==> src/sacl_pkg.sv <==
// Shared types, codes and default parameters of the set-associative LRU cache model.
package sacl_pkg;

    localparam int DEF_MAX_SET_BITS = 6;
    localparam int DEF_MAX_WAYS     = 8;
    localparam int DEF_ADDR_WIDTH   = 32;

    localparam int TAG_W   = 32;
    localparam int STAMP_W = 32;
    localparam int CNT_W   = 32;
    localparam int ENTRY_W = 1 + TAG_W + STAMP_W;

    localparam logic [1:0] MODE_LOAD   = 2'd0;
    localparam logic [1:0] MODE_STORE  = 2'd1;
    localparam logic [1:0] MODE_MODIFY = 2'd2;

    localparam logic [1:0] CFG_SET_BITS    = 2'd0;
    localparam logic [1:0] CFG_BLOCK_BITS  = 2'd1;
    localparam logic [1:0] CFG_WAYS_IN_USE = 2'd2;

    typedef struct packed {
        logic [1:0]  mode;
        logic [31:0] address;
    } req_t;

    typedef struct packed {
        logic             first_hit;
        logic             evicted;
        logic             second_hit;
        logic [CNT_W-1:0] hit_total;
        logic [CNT_W-1:0] miss_total;
        logic [CNT_W-1:0] eviction_total;
    } rsp_t;

    typedef struct packed {
        logic               valid;
        logic [TAG_W-1:0]   tag;
        logic [STAMP_W-1:0] stamp;
    } line_entry_t;

    typedef enum logic [1:0] {
        S_CLEAR,
        S_IDLE,
        S_LOOKUP
    } sacl_state_t;

endpackage

==> src/sacl_way_select.sv <==
// Way compare and LRU victim tree over one set row.
module sacl_way_select #(
    parameter int MAX_WAYS = sacl_pkg::DEF_MAX_WAYS,
    parameter int CNT_W    = $clog2(MAX_WAYS + 1),
    parameter int WAY_W    = (MAX_WAYS > 1) ? $clog2(MAX_WAYS) : 1
) (
    input  sacl_pkg::line_entry_t [MAX_WAYS-1:0] row,
    input  logic [sacl_pkg::TAG_W-1:0]            tag,
    input  logic [CNT_W-1:0]                      ways,
    output logic                                  hit,
    output logic [WAY_W-1:0]                      hit_way,
    output logic [WAY_W-1:0]                      victim_way,
    output logic                                  victim_used
);

    localparam int LEVELS = $clog2(MAX_WAYS);
    localparam int LEAVES = 1 << LEVELS;
    localparam int PAD_W  = LEAVES * sacl_pkg::ENTRY_W;

    sacl_pkg::line_entry_t [LEAVES-1:0] pad_row;
    logic                        node_en    [1:2*LEAVES-1];
    logic [sacl_pkg::STAMP_W-1:0] node_stamp [1:2*LEAVES-1];
    logic [WAY_W-1:0]            node_way   [1:2*LEAVES-1];

    // Lowest matching way wins; scan high to low so the last write is the lowest.
    always_comb
    begin
        hit     = 1'b0;
        hit_way = '0;
        for (int w = MAX_WAYS - 1; w >= 0; w--)
        begin
            if (row[w].valid && (row[w].tag == tag) && (CNT_W'(w) < ways))
            begin
                hit     = 1'b1;
                hit_way = WAY_W'(w);
            end
        end
    end

    // Min tree: the left child has the lower way, so take the right only when strictly older.
    always_comb
    begin
        pad_row = PAD_W'(row);
        for (int l = 0; l < LEAVES; l++)
        begin
            node_en[LEAVES + l]    = (l < MAX_WAYS) && (CNT_W'(l) < ways);
            node_stamp[LEAVES + l] = pad_row[l].stamp;
            node_way[LEAVES + l]   = WAY_W'(l);
        end
        for (int i = LEAVES - 1; i >= 1; i--)
        begin
            if (!node_en[2*i] || (node_en[2*i+1] && (node_stamp[2*i+1] < node_stamp[2*i])))
            begin
                node_en[i]    = node_en[2*i+1];
                node_stamp[i] = node_stamp[2*i+1];
                node_way[i]   = node_way[2*i+1];
            end
            else
            begin
                node_en[i]    = node_en[2*i];
                node_stamp[i] = node_stamp[2*i];
                node_way[i]   = node_way[2*i];
            end
        end
        victim_way  = node_way[1];
        victim_used = (node_stamp[1] != '0);
    end

endmodule

==> config.mk <==
export PLATFORM = sky130hd
export DESIGN_NAME = sacl_way_select
export DESIGN_NICKNAME = d
export VERILOG_FILES = /design/src/sacl_pkg.sv /design/src/sacl_way_select.sv
export SDC_FILE = /design/constraint.sdc
export NUM_CORES = 1
export LEC_CHECK = 0
export ABC_AREA = 1
export BUFFER_PORTS_ARGS = -buffer_cell sky130_fd_sc_hd__buf_4
export CAP_MARGIN = 20
export CORE_AREA = 8 8 212 214
export DETAILED_ROUTE_END_ITERATION = 10
export DIE_AREA = 0 0 220 222
export SLEW_MARGIN = 10
export SYNTH_ARGS = -nofsm -noshare
export SYNTH_HDL_FRONTEND = slang
export SYNTH_SLANG_ARGS = --single-unit
==> constraint.sdc <==
create_clock -name vclk -period 4.2
set_input_delay 0 -clock vclk [all_inputs]
set_output_delay 0 -clock vclk [all_outputs]
set_load 0.05 [all_outputs]
==> metrics.md, run 1 <==
| Metric | Value |
|---|---|
| Outcome | `finished, violations left` |
| Violations in the final reports | `negative setup slack` |
| Commonest cells after routing, fill and taps aside | `sky130_fd_sc_hd__buf_4 (861), sky130_fd_sc_hd__nand2_1 (473), sky130_fd_sc_hd__inv_1 (183)` |
| Total Die Area | `48800 um^2` |
| Maximum fanout along the worst path | `8` |
| Number of global-route vias before repair | `17000` |
| P&R area growth vs syn | `86.0%` |
| Post-Synthesis Mean Instance Area | `5.75 um^2` |
| Combinational fraction of design power | `1.000` |
| Final critical-path required period | `5060 ps` |
| Initial Util | `0.255` |
| Part of the total power dissipated in sequential elements | `0` |
| Seq Cell Count | `0` |
| CTS Hold Buffers Added | `0` |
| Area of the multi-input gates | `10900 um^2` |
| Violation count after the first detailed-route iteration | `1003` |
| Boundary pin count | `564` |
| Maximum number of pins on one net before global-route repair | `34` |
| CLK BUF | `0` |
| Number of max-slew violations in the final report | `0` |
| Cell Pwr Density | `203 nW/um^2` |
| Post-layout net count | `3461` |
| Synthesized Nets | `2614` |
| Area used by sequential logic in the layout | `0 um^2` |
| Detail-routed via count per cell | `5.07` |
| Total routed wirelength | `69.3 mm` |
| Kind of end point of the critical path | `output pin` |
| Worst setup SP type | `primary input` |
| Overall Power | `3.99 mW` |
| Share of cells above drive strength 1 | `0.434` |
| Hold Vio Cnt, Final | `0` |
| Cell count after placement | `3185` |
| Transition time at the pin with the least slew margin | `935 ps` |
| Core region area | `41500 um^2` |
| Global-route congestion overflow total | `0` |
| Largest family of logic cells by synthesized area | `simple AND/OR/NAND/NOR gates` |
| Timing-limited maximum frequency | `198 MHz` |
| Psw | `2.02 mW` |
| Internal power | `1.97 mW` |
| Post-route setup slack | `-857 ps` |
| Max_slew headroom | `0.370` |
| Cell variety after synth | `44` |
| CP max stage cell | `sky130_fd_sc_hd__a2111oi_4` |
| Global-route wire length before repair | `99.4 mm` |
| Placed wire-length estimate | `60.7 mm` |
| GRT Util Overall | `0.263` |
| Total via count after detailed routing | `16400` |
| Multiplexer fraction of the synthesized cell area | `0` |
| Final routed wire length divided by cell count | `21.5 um` |
| Area share of fa/ha/maj cells after synthesis | `0.256` |
| Worst slack at placement | `-1650 ps` |
| Number of cells in the finished layout apart from fillers | `3229` |
| Switching share of total power | `0.505` |
| Post-Syn Instances | `1841` |
| DR pass1 iterations | `5` |
| Number of antenna violations at the first check in global routing | `5` |
| Commonest non-fill, non-tap cell in the layout | `sky130_fd_sc_hd__buf_4` |
| Leakage power total | `10.2 nW` |
| VDD IR-drop max | `0.213 mV` |
| Final RePlAce weighted congestion | `0.988` |
| Final routed DRC violation total | `0` |
| Post-synthesis share of cell area spent on xor and xnor gates | `0.0662` |
| Netlist area before placement | `10600 um^2` |
| Std cell rows | `75` |
| Final period util | `1.20` |
| Number of setup violations in the final report | `4` |
| Number of warnings reported in the yosys synthesis log | `0` |
| Sequential-to-total area share from yosys stat | `0` |
| Critical path's largest stage delay | `420 ps` |
| DRT antenna net count | `0` |
| Worst hold-check path type | `in2out` |
| Die extent in y | `222 um` |
| Critical path start-end classification | `in2out` |
| Data arrival time at the worst-slack endpoint | `5060 ps` |
| Critical path required time | `4200 ps` |
| # fillers | `4208` |
| Setup repair after global routing missed its margin | `true` |
| Simple-gate share of the synthesized area | `0.314` |
| # port buffers | `564` |
| Synth Area in Compound Gates | `0.258` |
| Count of maximum capacitance violations | `0` |
| Width of the die | `220 um` |
| Clock power share | `0` |
-- synthesized netlist by cell type --
master                      count  area share
sky130_fd_sc_hd__inv_1        207       0.073
sky130_fd_sc_hd__o21ai_0      240        0.11
sky130_fd_sc_hd__nor3_1        20      0.0095
sky130_fd_sc_hd__or2_2         14      0.0083
sky130_fd_sc_hd__or4_1          5      0.0035
sky130_fd_sc_hd__o211ai_1       3      0.0021
sky130_fd_sc_hd__clkbuf_1      47       0.017
sky130_fd_sc_hd__nor4_1        44       0.026
sky130_fd_sc_hd__a211oi_1      14      0.0099
sky130_fd_sc_hd__a221o_1        2      0.0019
sky130_fd_sc_hd__a22o_1        23       0.019
sky130_fd_sc_hd__or2_0          2      0.0012
sky130_fd_sc_hd__clkinv_1      11      0.0039
sky130_fd_sc_hd__nor3_2         1     0.00095
sky130_fd_sc_hd__nor4b_1        2      0.0017
sky130_fd_sc_hd__a21oi_1       97       0.046
sky130_fd_sc_hd__xnor2_1       42       0.035
sky130_fd_sc_hd__nand3_1       35       0.017
sky130_fd_sc_hd__inv_2          7      0.0025
sky130_fd_sc_hd__a21boi_0       1     0.00071
sky130_fd_sc_hd__nor2_1        69       0.024
sky130_fd_sc_hd__buf_2          8      0.0038
sky130_fd_sc_hd__o21ai_1       31       0.015
sky130_fd_sc_hd__nand4_1       46       0.027
sky130_fd_sc_hd__o22ai_1       44       0.026
sky130_fd_sc_hd__nand2_2        7      0.0041
sky130_fd_sc_hd__o2111ai_1      4      0.0033
sky130_fd_sc_hd__o221a_2        2      0.0021
sky130_fd_sc_hd__a31oi_1        3      0.0018
sky130_fd_sc_hd__a221oi_1       9      0.0074
sky130_fd_sc_hd__nand2_4        1      0.0011
sky130_fd_sc_hd__xor2_1        38       0.031
sky130_fd_sc_hd__a22oi_1        4      0.0028
sky130_fd_sc_hd__nor3b_1        1     0.00071
sky130_fd_sc_hd__buf_6          5      0.0053
sky130_fd_sc_hd__o2111a_1       1      0.0011
sky130_fd_sc_hd__o31ai_1        1     0.00071
sky130_fd_sc_hd__a2111oi_0      3      0.0025
sky130_fd_sc_hd__ha_1         217        0.26
sky130_fd_sc_hd__nand2_1      519        0.18
sky130_fd_sc_hd__o221ai_1       1     0.00083
sky130_fd_sc_hd__o21a_1         2      0.0014
sky130_fd_sc_hd__and3_1         4      0.0024
sky130_fd_sc_hd__nand3b_1       4      0.0028
-- worst paths after layout --
kind | from | depth (start not counted) | endpoint
setup / recovery | row[161] | 42 | victim_way[0]
hold / removal | row[106] | 5 | hit_way[0]
-- final cells by class --
| class | count | share of cell area |
|---|---|---|
| multi-input cells | 1556 | 0.553 |
| inverters | 225 | 0.0443 |
| repair buffers | 902 | 0.366 |
| repair inverters | 3 | 0.00172 |
| diodes | 4 | 0.000508 |
| well taps | 539 | 0.0342 |
-- per-stage QoR --
step                setup TNS [ps]  area (um^2)  utilization  hold slack (ps)
floorplan                     -531        10800            -              439
global placement             -5730        17700        0.427              646
detailed placement           -6450        17700        0.427              650
CTS                          -3170        18600        0.447              656
global route                 -4720        19700        0.475              686
finish                       -3390        19700        0.475              660
-- cells by family after synthesis --
| family | after synthesis |
|---|---|
| simple gates | 774 |
| xor+xnor | 80 |
| fa+ha+maj | 217 |
| buf+inv | 285 |
| compound gates | 485 |
-- worst max-delay path, delay by kind of cell --
family | cells | cell delay [ps]
AOI/OAI and AO/OA | 11 | 1650
adders and majority gates | 3 | 610
buffers and inverters | 9 | 1000
and+or+nand+nor | 19 | 1780
-- per-layer routing --
metal / vias up / wire length (um) / global-route usage
met5: - / 14 / 0
li1: 8078 / - / -
met3: 118 / 4500 / 0.0419
met2: 616 / 37100 / 0.513
met1: 7555 / 24500 / 0.272
met4: 2 / 3190 / 0.0988
-- power groups by stage --
stage,clock network [mW],registers (mW),logic (mW)
after floorplan,0,0,1.54
after global placement,0,0,3.08
after detailed placement,0,0,3.13
after CTS,0,0,3.54
after global routing,0.0000000318,0,4.36
final,0.000000128,0,3.99
-- timing repair --
item,in CTS,in global routing
pin swaps,29,34
buffers inserted,15,17
resized for setup,184,199
gates cloned,8,4
setup endpoints to repair,4,4
Power figures use the tool's default switching activity.
==> inputs of run 2 (changes only) <==
BUFFER_PORTS_ARGS = not set   (was -buffer_cell sky130_fd_sc_hd__buf_4)
CORE_AREA = 8 8 213 215   (was 8 8 212 214)
DIE_AREA = 0 0 221 223   (was 0 0 220 222)
DONT_BUFFER_PORTS = 1   (was not set)
==> metrics.md, run 2 (synthesis results as in run 1) <==
| Metric | Value |
|---|---|
| Outcome | `finished, violations left` |
| Violations in the final reports | `negative setup slack` |
| Kind of end point of the critical path | `output pin` |
| Violation count after the first detailed-route iteration | `879` |
| Cell family contributing the most delay on the critical path | `simple AND/OR/NAND/NOR gates` |
| Total Die Area | `49300 um^2` |
| Worst Min Path Start | `row[106]` |
| Worst hold slack across all endpoints | `537 ps` |
| Number of max-slew violations in the final report | `0` |
| GRT Util Overall | `0.254` |
| CLK BUF | `0` |
| Hold Vio Cnt, Final | `0` |
| Final routed wire length divided by cell count | `24.5 um` |
| Number of global-route vias before repair | `15200` |
| Std cell rows | `76` |
| Setup repair after global routing missed its margin | `true` |
| CTS Hold Buffers Added | `0` |
| Buffers & Inverters on Critical Path | `10` |
| Final critical-path required period | `4920 ps` |
| Final period util | `1.17` |
| Initial Util | `0.250` |
| Worst hold-check path type | `in2out` |
| Share of cells above drive strength 1 | `0.294` |
| Final RePlAce weighted congestion | `0.973` |
| Max_slew headroom | `0.501` |
| Core region area | `42300 um^2` |
| Final routed DRC violation total | `0` |
| DR pass1 iterations | `6` |
| Worst slack at placement | `-1650 ps` |
| Width of the die | `221 um` |
| Timing-limited maximum frequency | `203 MHz` |
| Leakage power total | `7.75 nW` |
| Maximum number of pins on one net before global-route repair | `34` |
| Cell Pwr Density | `222 nW/um^2` |
| Count of cell instances traversed by the critical path | `40` |
| Number of cells traversed by the worst hold path | `4` |
| Placed wire-length estimate | `58.8 mm` |
| Commonest cells after routing, fill and taps aside | `sky130_fd_sc_hd__nand2_1 (469), sky130_fd_sc_hd__buf_4 (370), sky130_fd_sc_hd__inv_1 (196)` |
| Area used by sequential logic in the layout | `0 um^2` |
| P&R area growth vs syn | `48.6%` |
| Most used cell along the critical path | `sky130_fd_sc_hd__nand2_2` |
| Critical path's largest stage delay | `340 ps` |
| VDD IR-drop max | `0.176 mV` |
| Global-route congestion overflow total | `0` |
| Post-layout net count | `2962` |
| Global-route wire length before repair | `96.1 mm` |
| Transition time at the pin with the least slew margin | `747 ps` |
| Commonest non-fill, non-tap cell in the layout | `sky130_fd_sc_hd__nand2_1` |
| Seq Cell Count | `0` |
| Critical path required time | `4200 ps` |
| Total routed wirelength | `67.2 mm` |
| Worst setup SP type | `primary input` |
| Number of antenna violations at the first check in global routing | `8` |
| Layout Utilization | `0.372` |
| # port buffers | `0` |
| Count of maximum capacitance violations | `0` |
| Data arrival time at the worst-slack endpoint | `4920 ps` |
| Sink of the worst hold path | `hit_way[0]` |
| Critical path start-end classification | `in2out` |
| Detail-routed via count per cell | `5.43` |
| # fillers | `4520` |
| Maximum fanout along the worst path | `8` |
| DRT antenna net count | `0` |
| Post-route setup slack | `-720 ps` |
| Boundary pin count | `564` |
| CP max stage cell | `sky130_fd_sc_hd__a2111oi_4` |
| Total via count after detailed routing | `14900` |
| Number of setup violations in the final report | `4` |
| Die extent in y | `223 um` |
[run 2: cell type report]
| class | count | area [um^2] | area share |
|---|---|---|---|
| Timing Repair inverter | 4 | 60.1 | 0.00382 |
| Tap cell | 546 | 683 | 0.0434 |
| Multi-Input combinational cell | 1556 | 10700 | 0.680 |
| Antenna cell | 10 | 25.0 | 0.00159 |
| Timing Repair Buffer | 402 | 3380 | 0.215 |
| Inverter | 225 | 892 | 0.0567 |
[run 2: how the worst max path moves through the flow]
| stage | start | endpoint | slack [ps] |
|---|---|---|---|
| after CTS | row[31] | victim_way[0] | -660 |
| after detailed placement | row[161] | victim_used | -1650 |
| final | row[160] | victim_way[0] | -720 |
| after global routing | row[265] | victim_way[0] | -1050 |
| after floorplan | row[265] | victim_used | -210 |
| after global placement | row[161] | victim_used | -1530 |
[run 2: worst min-delay path, stage by stage]
cell and delay, ps:
sky130_fd_sc_hd__a21oi_1 50, sky130_fd_sc_hd__nand4_1 180, sky130_fd_sc_hd__a21oi_1 100, sky130_fd_sc_hd__buf_4 190
[run 2: repair_timing]
action	in CTS	in global routing
buffers inserted	27	17
endpoints found under the hold margin	0	0
endpoints found under the setup margin	4	4
gates cloned	12	1
gates resized for setup	238	133
pin swaps	49	75
[run 2: metal layers]
metal  share of wire  up-vias  GRT usage
met5         0.00015        -          0
met4           0.073        2      0.153
met3           0.077      194     0.0580
met2            0.52      753      0.495
met1            0.33     6852      0.240
li1                -     7090          -
[run 2: report_power, final]
group,internal [mW],switching [mW]
combinational,1.64,1.85
clock,0.000000323,0
sequential,0,0
[run 2: metrics by stage]
stage          cells  power [mW]  instance area, um^2  TNS (ps)
3_3_place_gp    2680        2.56                13800     -6020
5_1_grt         2741        3.84                15700     -4120
4_1_cts         2716        3.18                15100     -2530
2_1_floorplan   1841        1.54                10800      -531
3_5_place_dp    2680        2.62                13800     -6480
6_report        2743        3.49                15700     -2800
